`src/sv/trsd_pkg.sv`:
```
// package: shared types, constants and color expansion for the rle sprite decoder
`default_nettype none

package trsd_pkg;

    // geometry limits
    localparam int unsigned MAX_DIM = 1023;
    localparam int unsigned DIM_W   = 10;
    localparam int unsigned COL_W   = 11;
    localparam logic [COL_W-1:0] COL_MAX = {COL_W{1'b1}};

    // stream codes
    localparam logic [7:0]  CTRL_SKIP = 8'hFF;
    localparam logic [7:0]  CTRL_NONE = 8'h00;
    localparam logic [15:0] KEY_COLOR = 16'hF81F;
    localparam logic [7:0]  ALPHA     = 8'hFF;

    // register map
    localparam int unsigned ADDR_W  = 3;
    localparam logic        REG_WIDTH  = 1'b0;
    localparam logic        REG_HEIGHT = 1'b1;
    localparam logic [DIM_W-1:0] WIDTH_RESET  = DIM_W'(58);
    localparam logic [DIM_W-1:0] HEIGHT_RESET = DIM_W'(30);

    typedef enum logic [1:0] {
        MODE_CTRL = 2'd0,
        MODE_SKIP = 2'd1,
        MODE_LOW  = 2'd2,
        MODE_HIGH = 2'd3
    } t_mode;

    typedef struct packed {
        logic [7:0] byte_value;
        logic       last_byte;
    } t_in_item;

    typedef struct packed {
        logic [DIM_W-1:0] pixel_x;
        logic [DIM_W-1:0] pixel_y;
        logic [31:0]      pixel_argb;
    } t_out_item;

    // rgb555 to argb8888, bit 15 ignored: red and blue by bit replication, green as g5, a zero bit, g5[4:3]
    function automatic logic [31:0] expand555(input logic [15:0] c);
        logic [4:0] r5;
        logic [4:0] g5;
        logic [4:0] b5;
        r5 = c[14:10];
        g5 = c[9:5];
        b5 = c[4:0];
        return {ALPHA, r5, r5[4:2], g5, 1'b0, g5[4:3], b5, b5[4:2]};
    endfunction

endpackage

`default_nettype wire

```
`src/sv/transparent_rle_sprite_decoder.sv`:
```
// top level: byte-serial transparent rle sprite decoder with apb configuration
//
// channel   | direction | handshake                  | payload
// ----------+-----------+----------------------------+-------------------------
// in        | input     | i_in_valid / o_in_ready    | i_in_data  (t_in_item)
// out       | output    | o_out_valid / i_out_ready  | o_out_data (t_out_item)
// config    | input     | psel penable pwrite pready | paddr pwdata prdata
//
// one byte per cycle while o_in_ready is high: each accepted byte updates the
// parser state, and a completed pixel enters the output register at that edge.
// the input is ready whenever the output register is empty or being taken, so
// a stalled output holds back only the input, one transaction deep.
// synchronous active-low reset clears parser, position and output valid and
// loads the default width and height.
`default_nettype none

module transparent_rle_sprite_decoder (
    input  wire                                i_clk,
    input  wire                                i_rst_n,
    // byte stream
    input  wire                                i_in_valid,
    output logic                               o_in_ready,
    input  wire  trsd_pkg::t_in_item           i_in_data,
    // pixel stream
    output logic                               o_out_valid,
    input  wire                                i_out_ready,
    output trsd_pkg::t_out_item                o_out_data,
    // configuration
    input  wire                                psel,
    input  wire                                penable,
    input  wire                                pwrite,
    input  wire  [trsd_pkg::ADDR_W-1:0]        paddr,
    input  wire  [31:0]                        pwdata,
    output logic [31:0]                        prdata,
    output logic                               pready
);

    // configuration registers
    logic [trsd_pkg::DIM_W-1:0] r_width;
    logic [trsd_pkg::DIM_W-1:0] r_height;

    // parser state
    trsd_pkg::t_mode            r_mode,      n_mode;
    logic [7:0]                 r_run_left,  n_run_left;
    logic [7:0]                 r_low_hold,  n_low_hold;
    logic [trsd_pkg::COL_W-1:0] r_column,    n_column;
    logic [trsd_pkg::DIM_W-1:0] r_row,       n_row;

    // output register
    logic                       r_out_valid;
    trsd_pkg::t_out_item        r_out_data;
    logic                       n_emit;
    trsd_pkg::t_out_item        n_out_data;

    logic                       in_fire;
    logic                       cfg_write;

    // helpers for the combinational step
    logic [trsd_pkg::COL_W:0]   skip_sum;
    logic [trsd_pkg::COL_W-1:0] skip_sat;
    logic [trsd_pkg::COL_W:0]   col_inc;
    logic [15:0]                color;
    logic [trsd_pkg::DIM_W-1:0] row_next;

    assign pready    = 1'b1;
    assign cfg_write = psel && penable && pwrite && pready;
    assign o_in_ready = !r_out_valid || i_out_ready;
    assign in_fire   = i_in_valid && o_in_ready;
    assign o_out_valid = r_out_valid;
    assign o_out_data  = r_out_data;

    // register read
    always_comb begin
        case (paddr[2])
            trsd_pkg::REG_WIDTH:  prdata = {{(32-trsd_pkg::DIM_W){1'b0}}, r_width};
            trsd_pkg::REG_HEIGHT: prdata = {{(32-trsd_pkg::DIM_W){1'b0}}, r_height};
            default:              prdata = '0;
        endcase
    end

    // register write
    always_ff @(posedge i_clk) begin
        if (!i_rst_n) begin
            r_width  <= trsd_pkg::WIDTH_RESET;
            r_height <= trsd_pkg::HEIGHT_RESET;
        end else if (cfg_write) begin
            if (paddr[2] == trsd_pkg::REG_WIDTH) begin
                r_width <= pwdata[trsd_pkg::DIM_W-1:0];
            end else begin
                r_height <= pwdata[trsd_pkg::DIM_W-1:0];
            end
        end
    end

    // saturating row advance
    always_comb begin
        if (r_row < trsd_pkg::DIM_W'(trsd_pkg::MAX_DIM)) begin
            row_next = r_row + trsd_pkg::DIM_W'(1);
        end else begin
            row_next = r_row;
        end
    end

    // per-byte parser step
    always_comb begin
        n_mode     = r_mode;
        n_run_left = r_run_left;
        n_low_hold = r_low_hold;
        n_column   = r_column;
        n_row      = r_row;
        n_emit     = 1'b0;

        skip_sum = {1'b0, r_column} + {{(trsd_pkg::COL_W+1-8){1'b0}}, i_in_data.byte_value};
        skip_sat = skip_sum[trsd_pkg::COL_W] ? trsd_pkg::COL_MAX
                                             : skip_sum[trsd_pkg::COL_W-1:0];
        col_inc  = {1'b0, r_column} + (trsd_pkg::COL_W+1)'(1);
        color    = {i_in_data.byte_value, r_low_hold};

        n_out_data.pixel_x    = r_column[trsd_pkg::DIM_W-1:0];
        n_out_data.pixel_y    = r_row;
        n_out_data.pixel_argb = trsd_pkg::expand555(color);

        case (r_mode)
            trsd_pkg::MODE_CTRL: begin
                if (i_in_data.byte_value == trsd_pkg::CTRL_SKIP) begin
                    n_mode = trsd_pkg::MODE_SKIP;
                end else if (i_in_data.byte_value != trsd_pkg::CTRL_NONE) begin
                    n_run_left = i_in_data.byte_value;
                    n_mode     = trsd_pkg::MODE_LOW;
                end
            end
            trsd_pkg::MODE_SKIP: begin
                if (skip_sat >= {1'b0, r_width}) begin
                    n_column = skip_sat - {1'b0, r_width};
                    n_row    = row_next;
                end else begin
                    n_column = skip_sat;
                end
                n_mode = trsd_pkg::MODE_CTRL;
            end
            trsd_pkg::MODE_LOW: begin
                n_low_hold = i_in_data.byte_value;
                n_mode     = trsd_pkg::MODE_HIGH;
            end
            trsd_pkg::MODE_HIGH: begin
                n_emit = (color != trsd_pkg::KEY_COLOR)
                      && (r_column < {1'b0, r_width})
                      && (r_row < r_height);
                if (col_inc >= {2'b00, r_width}) begin
                    n_column = '0;
                    n_row    = row_next;
                end else begin
                    n_column = col_inc[trsd_pkg::COL_W-1:0];
                end
                n_run_left = r_run_left - 8'd1;
                n_mode     = (n_run_left == 8'd0) ? trsd_pkg::MODE_CTRL
                                                  : trsd_pkg::MODE_LOW;
            end
            default: begin
                n_mode = trsd_pkg::MODE_CTRL;
            end
        endcase

        // end of sprite returns the parser to its start
        if (i_in_data.last_byte) begin
            n_mode     = trsd_pkg::MODE_CTRL;
            n_run_left = '0;
            n_low_hold = '0;
            n_column   = '0;
            n_row      = '0;
        end
    end

    // parser state registers
    always_ff @(posedge i_clk) begin
        if (!i_rst_n) begin
            r_mode     <= trsd_pkg::MODE_CTRL;
            r_run_left <= '0;
            r_low_hold <= '0;
            r_column   <= '0;
            r_row      <= '0;
        end else if (in_fire) begin
            r_mode     <= n_mode;
            r_run_left <= n_run_left;
            r_low_hold <= n_low_hold;
            r_column   <= n_column;
            r_row      <= n_row;
        end
    end

    // output register valid
    always_ff @(posedge i_clk) begin
        if (!i_rst_n) begin
            r_out_valid <= 1'b0;
        end else if (in_fire) begin
            r_out_valid <= n_emit;
        end else if (i_out_ready) begin
            r_out_valid <= 1'b0;
        end
    end

    // output register payload
    always_ff @(posedge i_clk) begin
        if (in_fire && n_emit) begin
            r_out_data <= n_out_data;
        end
    end

    // no run is pending while waiting for a control or skip byte
    a_idle_no_run: assert property (@(posedge i_clk) disable iff (!i_rst_n)
        (r_mode == trsd_pkg::MODE_CTRL || r_mode == trsd_pkg::MODE_SKIP)
            |-> (r_run_left == 8'd0))
        else $error("run count left over outside a pixel run");

    // inside a run at least one pixel remains
    a_run_nonzero: assert property (@(posedge i_clk) disable iff (!i_rst_n)
        (r_mode == trsd_pkg::MODE_LOW || r_mode == trsd_pkg::MODE_HIGH)
            |-> (r_run_left != 8'd0))
        else $error("pixel run active with zero count");

    // row counter saturates
    a_row_sat: assert property (@(posedge i_clk) disable iff (!i_rst_n)
        r_row <= trsd_pkg::DIM_W'(trsd_pkg::MAX_DIM))
        else $error("row counter beyond its limit");

    // last byte of a sprite clears the position
    a_last_clears: assert property (@(posedge i_clk) disable iff (!i_rst_n)
        (in_fire && i_in_data.last_byte)
            |=> (r_mode == trsd_pkg::MODE_CTRL && r_column == '0 && r_row == '0))
        else $error("parser not cleared after last byte");

endmodule

`default_nettype wire
```
`config.mk`:
```
export PLATFORM = sky130hd
export DESIGN_NAME = transparent_rle_sprite_decoder
export DESIGN_NICKNAME = d
export VERILOG_FILES = /design/src/sv/trsd_pkg.sv /design/src/sv/transparent_rle_sprite_decoder.sv
export SDC_FILE = /design/constraint.sdc
export NUM_CORES = 1
export LEC_CHECK = 0
export BUFFER_PORTS_ARGS = -buffer_cell sky130_fd_sc_hd__buf_2
export CORE_AREA = 5 5 113 115
export DETAILED_ROUTE_END_ITERATION = 12
export DIE_AREA = 0 0 118 120
export PLACE_DENSITY = 0.8
export SLEW_MARGIN = 20
export SYNTH_ARGS = -nofsm -noshare
export SYNTH_HDL_FRONTEND = slang
export SYNTH_SLANG_ARGS = --single-unit
```
`constraint.sdc`:
```
create_clock -name i_clk -period 5.9 [get_ports i_clk]
set_clock_uncertainty 0.2 [all_clocks]
set_input_delay 1.475 -clock i_clk [delete_from_list [all_inputs] [get_ports i_clk]]
set_output_delay 1.475 -clock i_clk [all_outputs]
set_load 0.005 [all_outputs]
```
* Word-level counts from Yosys, hierarchy flattened
Cells that the tools add are included.
Word-level totals: bits in registers 103, input bits 51, output and inout port bits 87, logic and storage cells 79
Cells by class: order comparisons 5, equality and inequality tests 10, add/subtract/negate cells 5, multiplexer cells 25, bitwise operators 1, reductions and logical operators 22
Operators with widths (number):
- $pmux W32 S2 | 1
- $mux W11 | 4
- $mux W10 | 4
- $mux W8 | 5
- $pmux W11 S2 | 1
- $pmux W10 S2 | 1
- $ne A16 B16 Y1 const B | 1
- $pmux W8 S2 | 1
- $add A11 B1 Y12 const B | 1
- $add A11 B8 Y12 | 1
- $ge A12 B10 Y1 | 1
- $ne A3 B3 Y1 const B | 4
- $ge A11 B10 Y1 | 1
- $lt A11 B10 Y1 | 1
- $sub A11 B10 Y11 | 1
- $add A10 B1 Y10 const B | 1
- $lt A10 B10 Y1 | 1
- $lt A10 B10 Y1 const B | 1
- $reduce_and A2 Y1 | 5
- $eq A8 B8 Y1 const B | 1
- $logic_not A8 Y1 | 1
- $mux W2 | 4
- $pmux W2 S4 | 1
- $reduce_and A4 Y1 | 2
- 13 further kinds | 23

* Depth between registers and ports, before layout
depth in word-level cells 6, depth in mapped cells 17, depth with buffers taken out 16

* Worst setup path before layout
OpenSTA, ideal clock, no wires.
kind input port to flip-flop, start point input i_in_data[3] (netlist bit), end point register r_column[3] (netlist bit), slack 0.760 ns, required time 5.583 ns, stages on the path 13, arrival time 4.823 ns, library setup time 0.117 ns, buffers on the path 0, cell sequence ha_1 > o21ai_0 > o21ai_0 > nand3_1 > a211oi_1 > or2_2 > ha_1 > and3_1 > a31o_2 > nor3_1 > nand2_2 > mux2_2 > a22o_1
On the way: cells in the longest elaborated chain, start to end 6, elaborated cells on any way between the ends 7, classes of those cells add/sub: 2; order compare: 1; mux: 4
Ends and longest elaborated chain:
- from (decl) | RTL line transparent_rle_sprite_decoder.sv:23 | input wire trsd_pkg::t_in_item i_in_data,
- $add A11 B8 Y12 (*) | RTL line transparent_rle_sprite_decoder.sv:113 | skip_sum = {1'b0, r_column} + {{(trsd_pkg::COL_W+1-8){1'b0}}, i_in_data.byte_value};
- $mux W11 (*) | RTL line transparent_rle_sprite_decoder.sv:114 | skip_sat = skip_sum[trsd_pkg::COL_W] ? trsd_pkg::COL_MAX
- $sub A11 B10 Y11 / $ge A11 B10 Y1 (equally long branches) | RTL line transparent_rle_sprite_decoder.sv:134, transparent_rle_sprite_decoder.sv:133
- $mux W11 (*) | RTL line transparent_rle_sprite_decoder.sv:133 | if (skip_sat >= {1'b0, r_width}) begin
- $pmux W11 S2 (*) | RTL line transparent_rle_sprite_decoder.sv:123 | case (r_mode)
- $mux W11 (*) | RTL line transparent_rle_sprite_decoder.sv:165 | if (i_in_data.last_byte) begin
- to (signal assigned) | RTL line transparent_rle_sprite_decoder.sv:186 | r_column <= n_column;
- to (decl) | RTL line transparent_rle_sprite_decoder.sv:46 | logic [trsd_pkg::COL_W-1:0] r_column, n_column;
Mark *: on every way between the ends. The rest lies on a longest branch, timed or not. A chain may end at the register's enable or synchronous reset.

* Final worst setup path
start point input i_in_data[1] (netlist bit), end point register r_row[7] (netlist bit)
On the way: cells in the longest elaborated chain, start to end 5
Ends and longest elaborated chain:
- $add A11 B8 Y12 | RTL line transparent_rle_sprite_decoder.sv:113
- $mux W11 | RTL line transparent_rle_sprite_decoder.sv:114
- $ge A11 B10 Y1 | RTL line transparent_rle_sprite_decoder.sv:133
- $ne A3 B3 Y1 (no source line)
- $reduce_and A4 Y1 (no source line)
- to (signal assigned) | RTL line transparent_rle_sprite_decoder.sv:187 | r_row <= n_row;
- to (decl) | RTL line transparent_rle_sprite_decoder.sv:47 | logic [trsd_pkg::DIM_W-1:0] r_row, n_row;
Every way passes these cells.

==> flow_metrics.env <==
export IMPL_async_flop_share_pct=0
export IMPL_dieWidth_um=118
export IMPL_start_util_pct=53.6
export IMPL_grt_pass1_wl_mm=25.1
export IMPL_hold_viol_final=0
export IMPL_cp_arrival_ps=5460
export IMPL_drt_first_pass_iters=5
export IMPL_status="complete, no violations"
export IMPL_multi_input_area_um2=3600
export IMPL_ys_warn_count=0
export IMPL_whs_ps=257
export IMPL_fmax_mhz=186
export IMPL_postRouteAntennaNets=0
export IMPL_power_uw=1440
export IMPL_place_inst=936
export IMPL_synth_area_um2=6280
export IMPL_drc=0
export IMPL_ys_top_cells_by_count="nand2_1 (85), a21oi_1 (64), dfxtp_1 (60), ha_1 (51), nor2_1 (45)"
export IMPL_gp_congestion=0.963
export IMPL_num_vias=5708
export IMPL_avgSynthCellArea_um2=8.61
export IMPL_cts_path_max_buffers=2
export IMPL_core_area_um2=11700
export IMPL_clkLatencyLatePin_ps=350
export IMPL_cp_required_ps=5980
export IMPL_yosysMostFrequentCell="nand2_1"
export IMPL_final_seq_area_um2=2250
export IMPL_ff2ff_setup_slack_ps=1220
export IMPL_cp_top_family="compound AO/OA/AOI/OAI gates"
export IMPL_hold_buffers=0
export IMPL_cts_sinks=95
export IMPL_critPathMaxFanout=15
export IMPL_synthDistinctLibCells=66
export IMPL_n_fill_cell=1056
export IMPL_crit_slowest_cell="or4_1"
export IMPL_p_per_area_nw_per_um2=206
export IMPL_cts_resized=0
export IMPL_critPathBufInv=4
export IMPL_grt_pass1_vias=5141
export IMPL_grt_overflow=0
export IMPL_grt_usage_pct=21.8
export IMPL_numCtsBuffers=9
export IMPL_max_stage_delay_ps=400
export IMPL_synth_top_area_share_pct=19.1
export IMPL_yosys_top_cells_area="dfxtp_1 (19%), edfxtp_1 (17%), ha_1 (10%), a21oi_1 (5.1%), nand2_1 (5.1%)"
export IMPL_rows=40
export IMPL_routedWlPerCell_um=16.7
export IMPL_rsz0062_at_grt="false"
export IMPL_p_leak_uw=0.00301
export IMPL_stdcell_area_um2=6960
export IMPL_path_clk_slew_ps=70
export IMPL_root_buffer="clkbuf_16"
export IMPL_start_kind="input port"
export IMPL_drt_first_iter_violations=495
export IMPL_drv_cap=0
export IMPL_ys_flop_type="dfxtp_1"
export IMPL_n_antenna_cell=0
export IMPL_io_pins=138
export IMPL_nNetsFinal=904
export IMPL_cpMostUsedCell="a21oi_1"
export IMPL_die_area_um2=14200
export IMPL_wl_mm=15.9
export IMPL_antenna_found_initial=0
export IMPL_drive_gt1_share_pct=15.5
export IMPL_cts_tree="done"
export IMPL_yosysTopAreaCell="dfxtp_1"
export IMPL_die_y_um=120
export IMPL_post_cts_buffers=0
export IMPL_fin_cells=952
export IMPL_hp_class="flip-flop to flip-flop"
export IMPL_numPortBuffers=81
export IMPL_finalCritPeriodShare_pct=91.2
export IMPL_vdd_drop_max_mv=0.195
export IMPL_path_class="input port to flip-flop"
export IMPL_dp_hpwl_mm=11.9
export IMPL_avgViaCountPerCell=6.00
export IMPL_grt_max_degree=36
export IMPL_post_route_min_period_ps=5380
export IMPL_setup_viol=0
export IMPL_tns_ps=0
export IMPL_relSlewSlack_pct=39.2
export IMPL_synthCells=729
export IMPL_place_area_um2=6690
export IMPL_synth_seq_cells=95
export IMPL_htree_levels=3
export IMPL_finalMaxSlewViolations=0
export IMPL_worstMarginPinSlew_ps=908
export IMPL_cp_cell_sequence="buf_2 > ha_1 > inv_1 > fa_1 > nand2b_1 > a21oi_1 > o21a_1 > o21ai_0 > a21o_1 > ha_1 > and4_1 > o21ai_0 > a21oi_1 > nor4_1 > buf_4 > a22o_1 > buf_12 > or4_1 > a21oi_1"
export IMPL_yosysSeqAreaShare_pct=35.9
export IMPL_synth_edf_count=35
export IMPL_cp_end_kind="flip-flop"
export IMPL_syn2layout_area_growth_pct=10.9
[final cells by class]
cell class                 instances  share of cell area [%]
clock buffer                      13                    3.59
clock inverter                     3                   0.270
inverter                          35                    1.89
multi-input combinational        564                    51.7
sequential                        95                    32.4
tap                              147                    2.64
timing repair buffer              95                    7.51
[registers in the layout (all words and copies together) (netlist names), 2 cells and up]
name,flops
r_height,10
r_row,10
r_width,10
r_column,11
r_mode,2
o_out_data,35
r_run_left,8
r_low_hold,8
[cell usage in the layout (no fill, tap or decap), types with 12 or more instances in the layout]
master	instances
a21o_1	12
a21oi_1	64
buf_2	81
buf_4	13
conb_1	32
dfxtp_1	60
edfxtp_1	35
ha_1	51
inv_1	34
nand2_1	85
nand2b_1	13
nand3_1	19
nor2_1	45
nor3_1	17
o211ai_1	12
o21ai_0	39
xnor2_1	12
[through the flow]
step,setup WS (ps),util (%)
final,518,59.4
after global routing,322,59.4
after CTS,582,59.4
after detailed placement,212,57.1
after global placement,272,57.1
after floorplan,760,-
[worst register-to-register path: cells and delay by family, from the launching register on]
| kind | cells | cell delay [ps] |
|---|---|---|
| AO/OA/AOI/OAI | 7 | 1360 |
| AND/OR/NAND/NOR | 5 | 1210 |
| adder cells (fa/ha/maj) | 2 | 690 |
| flip-flops | 1 | 610 |
| buffers and inverters | 4 | 540 |
[per-layer routing]
| metal | global-route usage, % | wire, um | share of wire [%] | vias up |
|---|---|---|---|---|
| met5 | 0 | 0 | 0 | - |
| met4 | 8.53 | 401 | 2.5 | 0 |
| met3 | 5.47 | 1440 | 9.0 | 36 |
| met2 | 35.9 | 7400 | 47 | 279 |
| met1 | 27.6 | 6670 | 42 | 2657 |
| li1 | - | - | - | 2736 |
[power breakdown]
group,internal (uW),switching (uW)
sequential,687,11.9
clock,297,246
combinational,77.1,116
total,1060,375
[path summary, 6_finish.rpt]
kind,from,endpoint,depth (start not counted)
min reg2reg,r_width[7],r_width[7],2
max reg2reg,r_column[1],r_row[7],18
max,i_in_data[1],r_row[7],19
min,r_width[7],r_width[7],2
[cell families (layout without fill, tap and decap cells)]
| group | count (synthesis) | count (layout) | synth area share [%] |
|---|---|---|---|
| buffers and inverters | 100 | 146 | 8.55 |
| AOI/OAI and AO/OA | 203 | 203 | 20.6 |
| other | 2 | 32 | 0.120 |
| and+or+nand+nor | 242 | 242 | 18.9 |
| DFF | 95 | 95 | 35.9 |
| xor gates and xnor gates | 20 | 20 | 2.79 |
| muxes | 14 | 14 | 2.37 |
| adders and majority gates | 53 | 53 | 10.8 |
(Power assumes the default switching activity.)
